==> src/rtl/core/assert_macros.svh <==
// Assertion macros used by the xxtea64 block cipher top level.
`ifndef ASSERT_MACROS_SVH
`define ASSERT_MACROS_SVH
`ifndef NO_ASSERTIONS
// Property that must hold at every clock edge outside reset.
`define ASSERT_PROP(label, clk, rst_n, prop) \
    label: assert property (@(posedge clk) disable iff (!rst_n) prop) \
        else $error("assertion failed: property violated");
// Condition that must never be true outside reset.
`define ASSERT_NEVER(label, clk, rst_n, expr) \
    label: assert property (@(posedge clk) disable iff (!rst_n) !(expr)) \
        else $error("assertion failed: forbidden condition seen");
`else
`define ASSERT_PROP(label, clk, rst_n, prop)
`define ASSERT_NEVER(label, clk, rst_n, expr)
`endif
`endif

==> src/rtl/core/x64_pkg.sv <==
// Shared constants, types and the round-count table of the xxtea64 block.
`default_nettype none
package x64_pkg;

    localparam int MAX_WORDS = 16;
    localparam int IDX_W     = $clog2(MAX_WORDS);
    localparam int CNT_W     = $clog2(MAX_WORDS + 1);
    localparam int WORD_W    = 64;
    localparam int ROUND_W   = 6;
    localparam int CFG_IDX_W = 3;

    localparam logic [CFG_IDX_W-1:0] CFG_KEY_0 = 3'd0;
    localparam logic [CFG_IDX_W-1:0] CFG_KEY_1 = 3'd1;
    localparam logic [CFG_IDX_W-1:0] CFG_KEY_2 = 3'd2;
    localparam logic [CFG_IDX_W-1:0] CFG_KEY_3 = 3'd3;
    localparam logic [CFG_IDX_W-1:0] CFG_DIR   = 3'd4;

    localparam logic [31:0] TEA_DELTA = 32'h9E37_79B9;

    typedef logic [WORD_W-1:0]        t_word;
    typedef logic [IDX_W-1:0]         t_idx;
    typedef logic [CNT_W-1:0]         t_cnt;
    typedef logic [ROUND_W-1:0]       t_rounds;
    typedef logic [31+ROUND_W:0]      t_sum_init;
    typedef logic [3:0][WORD_W-1:0]   t_key_set;

    // Datapath controls driven by the sequencer.
    typedef struct packed {
        logic        wr_en;
        logic        wr_src_in;
        t_idx        wr_addr;
        logic        rd_a_en;
        t_idx        rd_a_addr;
        logic        rd_b_en;
        t_idx        rd_b_addr;
        logic        nb_load;
        logic        mix_en;
        logic        upd_en;
        logic        decrypt;
        logic [1:0]  key_sel;
        t_word       sum;
    } t_dp_ctrl;

    // Output register load request.
    typedef struct packed {
        logic load;
        logic eob;
        logic too_long;
    } t_emit;

    // Rounds for an n-word block: 6 + 52 / n.
    function automatic t_rounds rounds_for(t_cnt n);
        t_rounds r;
        unique case (n) inside
            2:       r = t_rounds'(32);
            3:       r = t_rounds'(23);
            4:       r = t_rounds'(19);
            5:       r = t_rounds'(16);
            6:       r = t_rounds'(14);
            7:       r = t_rounds'(13);
            8:       r = t_rounds'(12);
            [9:10]:  r = t_rounds'(11);
            [11:13]: r = t_rounds'(10);
            [14:17]: r = t_rounds'(9);
            [18:26]: r = t_rounds'(8);
            [27:52]: r = t_rounds'(7);
            default: r = t_rounds'(6);
        endcase
        return r;
    endfunction

endpackage
`default_nettype wire

==> src/rtl/core/xxtea64_block_cipher.sv <==
// Top level of the xxtea64 block cipher: configuration, output register, checks.
//
// Usage: words of one block enter on the input channel (i_in_valid / o_in_stall),
// one per accepted item, in index order; i_last_word marks the final word. Up to
// MAX_WORDS (16) words are kept; later words are dropped and every output word of
// that block carries o_too_long. Keys and direction are written through the
// i_cfg_* port (index 0..3 keys, 4 direction) between blocks.
// After the last word the block is encrypted or decrypted in place in the word
// memory: each mixing step reads two words, mixes them and writes back, and an
// n-word block with r = 6 + 52/n rounds takes n*r mixing steps; then each word
// is read and loaded into the output register, waiting while that register is
// held. A one-word block skips processing. Input stays stalled from the last
// word until the final word of the block has been loaded into the output
// register; loading the next block overlaps the wait for that last word.
// The output register holds its item while i_out_stall is high, and the emitter
// waits for it. Reset clears the keys, direction, counters and the output valid.
`default_nettype none
`include "assert_macros.svh"
module xxtea64_block_cipher (
    input  logic                              i_clk,
    input  logic                              i_rst_n,
    input  logic                              i_in_valid,
    output logic                              o_in_stall,
    input  logic [63:0]                       i_word_in,
    input  logic                              i_last_word,
    output logic                              o_out_valid,
    input  logic                              i_out_stall,
    output logic [63:0]                       o_word_out,
    output logic                              o_end_of_block,
    output logic                              o_too_long,
    input  logic                              i_cfg_wr_en,
    input  logic [x64_pkg::CFG_IDX_W-1:0]     i_cfg_index,
    input  logic [63:0]                       i_cfg_data
);
    import x64_pkg::*;

    t_key_set  r_keys;
    logic      r_dir;
    logic      r_out_valid;
    t_word     r_word_out;
    logic      r_eob;
    logic      r_too_long;

    t_dp_ctrl  dp_ctrl;
    t_emit     emit;
    t_word     rd_data;
    logic      out_accept;
    logic      out_free;
    logic      in_accept;

    assign in_accept  = i_in_valid && !o_in_stall;
    assign out_accept = r_out_valid && !i_out_stall;
    assign out_free   = !r_out_valid || !i_out_stall;

    always_ff @(posedge i_clk) begin
        if (!i_rst_n) begin
            r_keys <= '0;
            r_dir  <= 1'b0;
        end else if (i_cfg_wr_en) begin
            unique case (i_cfg_index)
                CFG_KEY_0: r_keys[0] <= i_cfg_data;
                CFG_KEY_1: r_keys[1] <= i_cfg_data;
                CFG_KEY_2: r_keys[2] <= i_cfg_data;
                CFG_KEY_3: r_keys[3] <= i_cfg_data;
                CFG_DIR:   r_dir     <= i_cfg_data[0];
                default: begin
                end
            endcase
        end
    end

    x64_ctrl u_ctrl (
        .i_clk       (i_clk),
        .i_rst_n     (i_rst_n),
        .i_in_valid  (i_in_valid),
        .i_last_word (i_last_word),
        .i_decrypt   (r_dir),
        .i_out_free  (out_free),
        .o_in_stall  (o_in_stall),
        .o_dp        (dp_ctrl),
        .o_emit      (emit)
    );

    x64_store u_store (
        .i_clk     (i_clk),
        .i_ctrl    (dp_ctrl),
        .i_word_in (i_word_in),
        .i_keys    (r_keys),
        .o_rd_data (rd_data)
    );

    always_ff @(posedge i_clk) begin
        if (!i_rst_n) begin
            r_out_valid <= 1'b0;
        end else if (emit.load) begin
            r_out_valid <= 1'b1;
        end else if (out_accept) begin
            r_out_valid <= 1'b0;
        end
    end

    always_ff @(posedge i_clk) begin
        if (emit.load) begin
            r_word_out <= rd_data;
            r_eob      <= emit.eob;
            r_too_long <= emit.too_long;
        end
    end

    assign o_out_valid    = r_out_valid;
    assign o_word_out     = r_word_out;
    assign o_end_of_block = r_eob;
    assign o_too_long     = r_too_long;

    `ASSERT_PROP(a_stall_after_last, i_clk, i_rst_n, in_accept && i_last_word |=> o_in_stall)
    `ASSERT_NEVER(a_no_overwrite, i_clk, i_rst_n, emit.load && r_out_valid)
    `ASSERT_PROP(a_gap_after_eob, i_clk, i_rst_n, out_accept && r_eob |=> !r_out_valid)

endmodule
`default_nettype wire

==> src/rtl/core/x64_store.sv <==
// Block word memory with two read ports, the mixing stage and the update stage.
`default_nettype none
module x64_store (
    input  logic               i_clk,
    input  x64_pkg::t_dp_ctrl  i_ctrl,
    input  x64_pkg::t_word     i_word_in,
    input  x64_pkg::t_key_set  i_keys,
    output x64_pkg::t_word     o_rd_data
);
    import x64_pkg::*;

    t_word r_mem [MAX_WORDS];
    t_word r_rd_a;
    t_word r_rd_b;
    t_word r_mix;
    t_word r_nb;

    t_word mix_y;
    t_word mix_z;
    t_word mix_key;
    t_word n_mix;
    t_word n_result;
    t_word wr_data;

    // Encrypt mixes (y = next word, z = neighbour); decrypt swaps the roles.
    always_comb begin
        mix_y    = i_ctrl.decrypt ? r_nb : r_rd_b;
        mix_z    = i_ctrl.decrypt ? r_rd_b : r_nb;
        mix_key  = i_keys[i_ctrl.key_sel];
        n_mix    = (((mix_z >> 5) ^ (mix_y << 2)) + ((mix_y >> 3) ^ (mix_z << 4)))
                 ^ ((i_ctrl.sum ^ mix_y) + (mix_key ^ mix_z));
        n_result = i_ctrl.decrypt ? (r_rd_a - r_mix) : (r_rd_a + r_mix);
        wr_data  = i_ctrl.wr_src_in ? i_word_in : n_result;
    end

    always_ff @(posedge i_clk) begin
        if (i_ctrl.wr_en) begin
            r_mem[i_ctrl.wr_addr] <= wr_data;
        end
        if (i_ctrl.rd_a_en) begin
            r_rd_a <= r_mem[i_ctrl.rd_a_addr];
        end
        if (i_ctrl.rd_b_en) begin
            r_rd_b <= r_mem[i_ctrl.rd_b_addr];
        end
    end

    always_ff @(posedge i_clk) begin
        if (i_ctrl.mix_en) begin
            r_mix <= n_mix;
        end
        if (i_ctrl.nb_load) begin
            r_nb <= r_rd_a;
        end else if (i_ctrl.upd_en) begin
            r_nb <= n_result;
        end
    end

    assign o_rd_data = r_rd_a;

endmodule
`default_nettype wire

==> src/rtl/core/x64_ctrl.sv <==
// Sequencer: word loading, round and step counting, round sum and emission.
`default_nettype none
module x64_ctrl (
    input  logic               i_clk,
    input  logic               i_rst_n,
    input  logic               i_in_valid,
    input  logic               i_last_word,
    input  logic               i_decrypt,
    input  logic               i_out_free,
    output logic               o_in_stall,
    output x64_pkg::t_dp_ctrl  o_dp,
    output x64_pkg::t_emit     o_emit
);
    import x64_pkg::*;

    localparam logic [3:0] S_LOAD    = 4'd0;
    localparam logic [3:0] S_SETUP   = 4'd1;
    localparam logic [3:0] S_NB_RD   = 4'd2;
    localparam logic [3:0] S_NB_LD   = 4'd3;
    localparam logic [3:0] S_RD      = 4'd4;
    localparam logic [3:0] S_MIX     = 4'd5;
    localparam logic [3:0] S_UPD     = 4'd6;
    localparam logic [3:0] S_EMIT_RD = 4'd7;
    localparam logic [3:0] S_EMIT_LD = 4'd8;

    logic [3:0] r_state, n_state;
    t_cnt       r_cnt, n_cnt;
    logic       r_ovf, n_ovf;
    t_cnt       r_n, n_n;
    logic       r_too_long, n_too_long;
    logic       r_dec, n_dec;
    t_word      r_sum, n_sum;
    t_rounds    r_rounds, n_rounds;
    t_idx       r_p, n_p;

    logic       in_accept;
    logic       have_room;
    logic       round_end;
    t_idx       top_idx;
    t_sum_init  init_prod;

    assign in_accept  = i_in_valid && (r_state == S_LOAD);
    assign o_in_stall = (r_state != S_LOAD);
    assign have_room  = (r_cnt < t_cnt'(MAX_WORDS));
    assign top_idx    = IDX_W'(r_n - t_cnt'(1));
    assign init_prod  = t_sum_init'(TEA_DELTA) * t_sum_init'(rounds_for(r_n));
    assign round_end  = r_dec ? (r_p == '0) : (r_p == top_idx);

    always_comb begin
        n_state    = r_state;
        n_cnt      = r_cnt;
        n_ovf      = r_ovf;
        n_n        = r_n;
        n_too_long = r_too_long;
        n_dec      = r_dec;
        n_sum      = r_sum;
        n_rounds   = r_rounds;
        n_p        = r_p;

        o_dp         = '0;
        o_dp.decrypt = r_dec;
        o_dp.sum     = r_sum;
        o_dp.key_sel = 2'(r_p) ^ r_sum[3:2];
        o_emit          = '0;
        o_emit.too_long = r_too_long;
        o_emit.eob      = (r_p == top_idx);

        unique case (r_state)
            S_LOAD: begin
                if (in_accept) begin
                    if (have_room) begin
                        o_dp.wr_en     = 1'b1;
                        o_dp.wr_src_in = 1'b1;
                        o_dp.wr_addr   = IDX_W'(r_cnt);
                        n_cnt          = r_cnt + t_cnt'(1);
                    end else begin
                        n_ovf = 1'b1;
                    end
                    if (i_last_word) begin
                        n_n        = have_room ? (r_cnt + t_cnt'(1)) : r_cnt;
                        n_too_long = r_ovf || !have_room;
                        n_cnt      = '0;
                        n_ovf      = 1'b0;
                        n_state    = S_SETUP;
                    end
                end
            end
            S_SETUP: begin
                n_dec = i_decrypt;
                n_p   = '0;
                if (r_n < t_cnt'(2)) begin
                    // single word: pass through
                    n_state = S_EMIT_RD;
                end else begin
                    n_rounds = rounds_for(r_n);
                    n_sum    = i_decrypt ? WORD_W'(init_prod) : WORD_W'(TEA_DELTA);
                    n_p      = i_decrypt ? top_idx : '0;
                    n_state  = S_NB_RD;
                end
            end
            S_NB_RD: begin
                o_dp.rd_a_en   = 1'b1;
                o_dp.rd_a_addr = r_dec ? '0 : top_idx;
                n_state        = S_NB_LD;
            end
            S_NB_LD: begin
                o_dp.nb_load = 1'b1;
                n_state      = S_RD;
            end
            S_RD: begin
                o_dp.rd_a_en   = 1'b1;
                o_dp.rd_a_addr = r_p;
                o_dp.rd_b_en   = 1'b1;
                if (r_dec) begin
                    o_dp.rd_b_addr = (r_p == '0) ? top_idx : (r_p - t_idx'(1));
                end else begin
                    o_dp.rd_b_addr = (r_p == top_idx) ? '0 : (r_p + t_idx'(1));
                end
                n_state = S_MIX;
            end
            S_MIX: begin
                o_dp.mix_en = 1'b1;
                n_state     = S_UPD;
            end
            S_UPD: begin
                // write back; the next read is issued after this edge
                o_dp.upd_en  = 1'b1;
                o_dp.wr_en   = 1'b1;
                o_dp.wr_addr = r_p;
                n_state      = S_RD;
                if (round_end) begin
                    n_p      = r_dec ? top_idx : '0;
                    n_sum    = r_dec ? (r_sum - WORD_W'(TEA_DELTA))
                                     : (r_sum + WORD_W'(TEA_DELTA));
                    n_rounds = r_rounds - t_rounds'(1);
                    if (r_rounds == t_rounds'(1)) begin
                        n_p     = '0;
                        n_state = S_EMIT_RD;
                    end
                end else begin
                    n_p = r_dec ? (r_p - t_idx'(1)) : (r_p + t_idx'(1));
                end
            end
            S_EMIT_RD: begin
                // hold until the output register frees up
                if (i_out_free) begin
                    o_dp.rd_a_en   = 1'b1;
                    o_dp.rd_a_addr = r_p;
                    n_state        = S_EMIT_LD;
                end
            end
            S_EMIT_LD: begin
                o_emit.load = 1'b1;
                if (r_p == top_idx) begin
                    n_state = S_LOAD;
                end else begin
                    n_p     = r_p + t_idx'(1);
                    n_state = S_EMIT_RD;
                end
            end
            default: begin
                n_state = S_LOAD;
            end
        endcase
    end

    always_ff @(posedge i_clk) begin
        if (!i_rst_n) begin
            r_state    <= S_LOAD;
            r_cnt      <= '0;
            r_ovf      <= 1'b0;
            r_n        <= '0;
            r_too_long <= 1'b0;
            r_dec      <= 1'b0;
            r_sum      <= '0;
            r_rounds   <= '0;
            r_p        <= '0;
        end else begin
            r_state    <= n_state;
            r_cnt      <= n_cnt;
            r_ovf      <= n_ovf;
            r_n        <= n_n;
            r_too_long <= n_too_long;
            r_dec      <= n_dec;
            r_sum      <= n_sum;
            r_rounds   <= n_rounds;
            r_p        <= n_p;
        end
    end

endmodule
`default_nettype wire
==> config.mk <==
export PLATFORM = sky130hd
export DESIGN_NAME = xxtea64_block_cipher
export DESIGN_NICKNAME = d
export VERILOG_FILES = /design/src/rtl/core/x64_pkg.sv /design/src/rtl/core/xxtea64_block_cipher.sv /design/src/rtl/core/x64_store.sv /design/src/rtl/core/x64_ctrl.sv
export VERILOG_INCLUDE_DIRS = /design/src /design/src/rtl/core
export SDC_FILE = /design/constraint.sdc
export NUM_CORES = 2
export LEC_CHECK = 0
export BUFFER_PORTS_ARGS = -buffer_cell sky130_fd_sc_hd__buf_4
export CAP_MARGIN = 20
export CORE_MARGIN = 4
export CORE_UTILIZATION = 48
export DETAILED_ROUTE_END_ITERATION = 16
export SLEW_MARGIN = 30
export SYNTH_ARGS = -nofsm -noshare
export SYNTH_HDL_FRONTEND = slang
export SYNTH_HIERARCHICAL = 1
export SYNTH_SLANG_ARGS = --single-unit
==> constraint.sdc <==
create_clock -name i_clk -period 8.75 [get_ports i_clk]
set_input_delay 1.75 -clock i_clk [delete_from_list [all_inputs] [get_ports i_clk]]
set_output_delay 1.75 -clock i_clk [all_outputs]
set_load 0.05 [all_outputs]
# After elaboration in Yosys (flattened, before gate mapping)
# Memories as Yosys holds them, arrays and structs flattened. A register that Yosys moved wholly into a read port is not among the register bits.
# Index checks and enable logic that the tools add are counted.
# totals
regBits	543
ram_bits	1024
output_inout_bits	68
wordCells	169
n_memories	1
# memory_table
memory	depth	width	rd	rd_clocked_by_memory_dff	wr	line	source
u_store.r_mem	16	64	2	2	1	x64_store.sv:12	t_word r_mem [MAX_WORDS];
# op_classes
add_sub_neg	11
n_mul	1
order_cmp	13
eq_ne	28
n_mux	58
n_bitwise	6
reduce_logical	31
# op_table
op	count
two-way mux 64 bit	10
adder 64 bit	3
bitwise XOR 64 bit	3
binary-select mux 64 bit (select 2 bit)	1
case mux 64 bit (2 select lines)	1
case mux 6 bit (12 select lines)	1
adder 64 x 32 -> 64 bit (second input constant)	1
subtractor 64 x 32 -> 64 bit (second input constant)	1
subtractor 64 bit	1
bitwise XOR 59 x 64 -> 64 bit	1
bitwise XOR 61 x 64 -> 64 bit	1
two-way mux 4 bit	15
multiplier 32 x 6 -> 38 bit (first input constant)	1
two-way mux 38 bit	1
case mux 4 bit (9 select lines)	1
two-way mux 6 bit	4
equality test 5 x 3 -> 1 bit (second input constant)	4
two-way mux 5 bit	4
equality test 4 x 3 -> 1 bit (second input constant)	4
greater-or-equal comparator 5 x 4 -> 1 bit (second input constant)	3
case mux 5 bit (3 select lines)	1
AND reduction 2 bit	7
two-way mux 1 bit	12
case mux 4 bit (3 select lines)	1
38 further kinds	66

# Longest topological paths before layout
# depth
ltp_word	7
mapped_depth	27

# Modules after synthesis
# The synthesis kept the hierarchy.
# by_module_without_submodules
module	n_inst	cells_each	area_per_inst_um2	seq_area_each_um2
x64_store	1	5063	74228.7	38436.9
xxtea64_block_cipher	1	974	11539.8	7146.9
x64_ctrl	1	1494	11134.4	1821.7

# Worst setup path after synthesis
# OpenSTA, ideal clock, no wires.
# synth_timing
path_type	register to register
start	reg u_ctrl.r_state[1]
end	reg u_store.r_rd_b[23], read port of u_store.r_mem (data pin)
setup_ns	0.272
t_arrival_ns	7.823
setup_slack_ns	0.655
path_stages_with_launch	9
path_buffers	3
synth_period_minus_slack_ns	8.095
cell_sequence	dfxtp_1 -> buf_1 -> nor3_1 -> o21ai_0 -> nor2_1 -> clkbuf_1 -> clkbuf_1 -> mux4_2 -> mux4_2
# synth_lines
item	line	source
start, declared	x64_ctrl.sv:26	logic [3:0] r_state, n_state;
start signal, assigned	x64_ctrl.sv:179	r_state <= n_state;
end, declared	x64_store.sv:14	t_word r_rd_b;

# Worst setup path in the final report
# layout_timing
start	reg u_ctrl.r_n[0]
end	reg u_ctrl.r_sum[35]
# layout_between
elab_chain_len	7
# layout_lines
item	line	source
start, declared	x64_ctrl.sv:29	t_cnt r_n, n_n;
start signal, assigned	x64_ctrl.sv:182	r_n <= n_n;
<= comparator 5 x 6 -> 1 bit (not written as such) (tied with other cells)	x64_ctrl.sv:46	assign init_prod = t_sum_init'(TEA_DELTA) * t_sum_init'(rounds_for(r_n));
logical AND 1 bit (not written as such)	x64_ctrl.sv:46	
case mux 6 bit (12 select lines)	x64_pkg.sv:54	unique case (n) inside
multiplier 32 x 6 -> 38 bit	x64_ctrl.sv:46	
two-way mux 38 bit	x64_ctrl.sv:96	n_sum = i_decrypt ? WORD_W'(init_prod) : WORD_W'(TEA_DELTA);
two-way mux 64 bit	x64_ctrl.sv:91	if (r_n < t_cnt'(2)) begin
case mux 64 bit (2 select lines)	x64_ctrl.sv:68	unique case (r_state)
end signal, assigned	x64_ctrl.sv:185	r_sum <= n_sum;
end, declared	x64_ctrl.sv:32	t_word r_sum, n_sum;
# Several ways; a longest one is shown, not always the timed one. The select of a mux whose other input is x is not followed.
# A chain may end at the register's enable or synchronous reset.

==> flow_summary.yaml <==
drt:
  wirelength_um: 311000
  drcViolationCount: 0
  ant_nets: 0
  wire_per_inst_um: 29.8
  vias_per_cell: 6.36
  drt_iter0_drc: 7247
  first_pass_iters: 6
  route.vias.total: 66400
pwr:
  netSwitchingPower_mw: 17.8
  vdd_drop_max_v: 0.000354
  powerDensity_nw_per_um2: 396
  p_comb_frac: 0.517
  leakage_nw: 37.4
  seqPwrFrac: 0.299
  sw_frac_of_total: 0.417
  clockPowerShare: 0.184
  p_int_mw: 24.9
grt:
  antenna_found_initial: 18
  grt_max_degree: 130
  overflow: 0
  first_global_vias: 65500
  grt_pass1_wl_um: 449000
  grt_usage: 0.292
critical_path:
  cp_max_fo: 13
  critPathTopFamily: "compound AO/OA/AOI/OAI gates"
  cp.required_ps: 9460
  crit_path_max_incr_delay_ps: 680
  worstPathArrival_ps: 8130
  path_class: "register to register"
  crit_buf_inv: 4
  critPathCaptureType: "register"
  slowest_stage: "dfxtp_1"
  critPathLaunchType: "register"
cts:
  cts_sinks: 1695
  cts_buffers: 184
  clk_pin_slew_ps: 60
  cts_hold_buf: 0
  cts_setup_buffers: 0
  clock_latency_ps: 850
  cts_resized: 0
  cts-root-buf: "clkbuf_16"
  cts_tree: "yes"
  cts.htree.levels: 4
  ctsLongestPathBuffers: 3
sta:
  rsz0062_at_grt: "false"
  tightest_slew_ps: 1010
  skew_ps: 57.8
  max_slew_margin: 0.327
  max_freq_mhz: 135
  setup_viol: 0
  final_max_slew_viol_count: 0
  finalHoldViolCount: 0
  fin_tns_setup_ps: 0
  finalCritPeriodShare: 0.848
  final.min_clock_period_ps: 7420
synthesis:
  syn-instance-count: 7531
  yosysUniqueCellTypes: 109
  syn_nets: 8028
  synth-main-ff-cell: "edfxtp_1"
  synth-seq-cells: 1695
  avgSynthCellArea_sq_um: 12.9
  async_flop_share: 0
  synth-edff-count: 1346
  ys_warn_count: 6
  yosysSeqAreaShare: 0.489
  syn_area_sq_um: 96900
final_layout:
  fin_nets: 8125
  layout_commonest_cell: "edfxtp_1"
  drive_above_1_share: 0.188
  final_area_sq_um: 108000
  final_cell_mix: "edfxtp_1, nand2_1, mux4_2"
  syn2layout_area_growth_pct: 11.1
place:
  dp_hpwl_um: 214000
  placed_cell_area_sq_um: 102000
  port_buffers: 204
  globalplace.congestion: 0.961
die:
  dieArea_sq_um: 209000
  ios: 205
  row_count: 164
  core-area_sq_um: 200000
  die_x_um: 457
  die_h_um: 457
  start_util: 0.484
worst_hold_path:
  hold_class: "register to register"
job:
  drv_cap: 0
status:
  status: "finished clean"
==> area by class of cell <==
type,instances,area (sq um)
Clock buffer,230,4990
Fill cell,16700,92600
Multi-Input combinational cell,5186,47000
Tap cell,2656,3320
Clock inverter,108,1130
Timing Repair Buffer,363,3020
Inverter,198,746
Sequential cell,1695,47400
Antenna cell,11,27.5
==> per-stage QoR <==
stage                      util  worst slack (ps)  hold slack, ps  instances  power [mW]
after global routing      0.538               870             468      10400        45.0
after CTS                 0.537              1360             458      10400        42.5
final                     0.538              1330             455      10400        42.6
after global placement    0.506              1460             440      10100        34.4
after floorplan               -               655             432       7531        27.4
after detailed placement  0.507              1400             446      10100        34.4
==> logic make-up after synthesis <==
family / count (synthesis) / share of synthesized area
and+or+nand+nor: 1639 / 0.0762
adders and majority gates: 360 / 0.0494
muxes: 1109 / 0.206
buffers and inverters: 650 / 0.0288
DFF: 1695 / 0.489
AOI/OAI and AO/OA: 1436 / 0.0923
xor gates and xnor gates: 642 / 0.0585
==> power groups by stage <==
stage / clock network, mW / registers, mW / logic (mW)
2_1_floorplan: 0 / 12.4 / 15.1
3_3_place_gp: 0 / 12.9 / 21.6
3_5_place_dp: 0 / 12.9 / 21.6
4_1_cts: 8.00 / 12.7 / 21.8
5_1_grt: 8.35 / 12.8 / 23.8
6_report: 7.85 / 12.8 / 22.0
==> state kept, by name, indices dropped and copies added (netlist names), 4 cells and up <==
signal and flops:
u_ctrl/r_state 4, u_store/r_rd_b 64, u_ctrl/r_p 4, u_ctrl/r_n 5, r_keys 256, u_store/o_rd_data 64
u_store/r_mem 1024, u_ctrl/r_sum 64, u_store/r_mix 64, u_store/r_nb 64, u_ctrl/r_cnt 5, o_word_out 64
u_ctrl/r_rounds 6
==> synthesized netlist by cell type (20+ instances only) <==
cell      instances  area (sq um)
and3_1           30           188
nor2b_1          35           219
o21ai_1          32           160
clkbuf_1        290          1090
a21oi_1         491          2460
a21o_1          151          1130
xor2_1          176          1540
o21ai_0         326          1630
mux2i_1         398          3980
dfxtp_1         349          6990
nand2_1         769          2890
inv_1           198           743
mux4_2          704         15900
buf_1            76           285
o21bai_1         47           353
a211oi_1         40           300
buf_2            50           250
a221oi_1         22           193
or3_1            20           125
nor3_1           80           400
o211ai_1         32           240
and2_1           27           169
fa_1             38           761
edfxtp_1       1346         40400
nand2b_1         27           169
o21a_1           46           345
xnor2_1         462          4050
a31oi_1          53           332
nor2_1          378          1420
nand3_1          87           435
nand4_1          76           475
ha_1            322          4030
nor4_1           31           194
==> path summary, 6_finish.rpt <==
| check | cells past startpoint | slack [ps] | end | from |
|---|---|---|---|---|
| max reg2reg | 27 | 1330 | u_ctrl/r_sum[35] | u_ctrl/r_n[0] |
| max | 27 | 1330 | u_ctrl/r_sum[35] | u_ctrl/r_n[0] |
| min reg2reg | 2 | 450 | r_keys[48] | r_keys[48] |
| min | 2 | 450 | r_keys[48] | r_keys[48] |
==> layer usage <==
metal  GRT usage  share of wire
met5           0              0
met4       0.123          0.048
met3      0.0551          0.081
met2       0.467           0.47
met1       0.394           0.40
==> tightest hold or removal path, cell delays in order (launching register included) <==
cell and delay (ps):
dfxtp_1 310, nand2_1 50, mux2i_1 50
No activity file was read; power rests on OpenSTA's default activity.
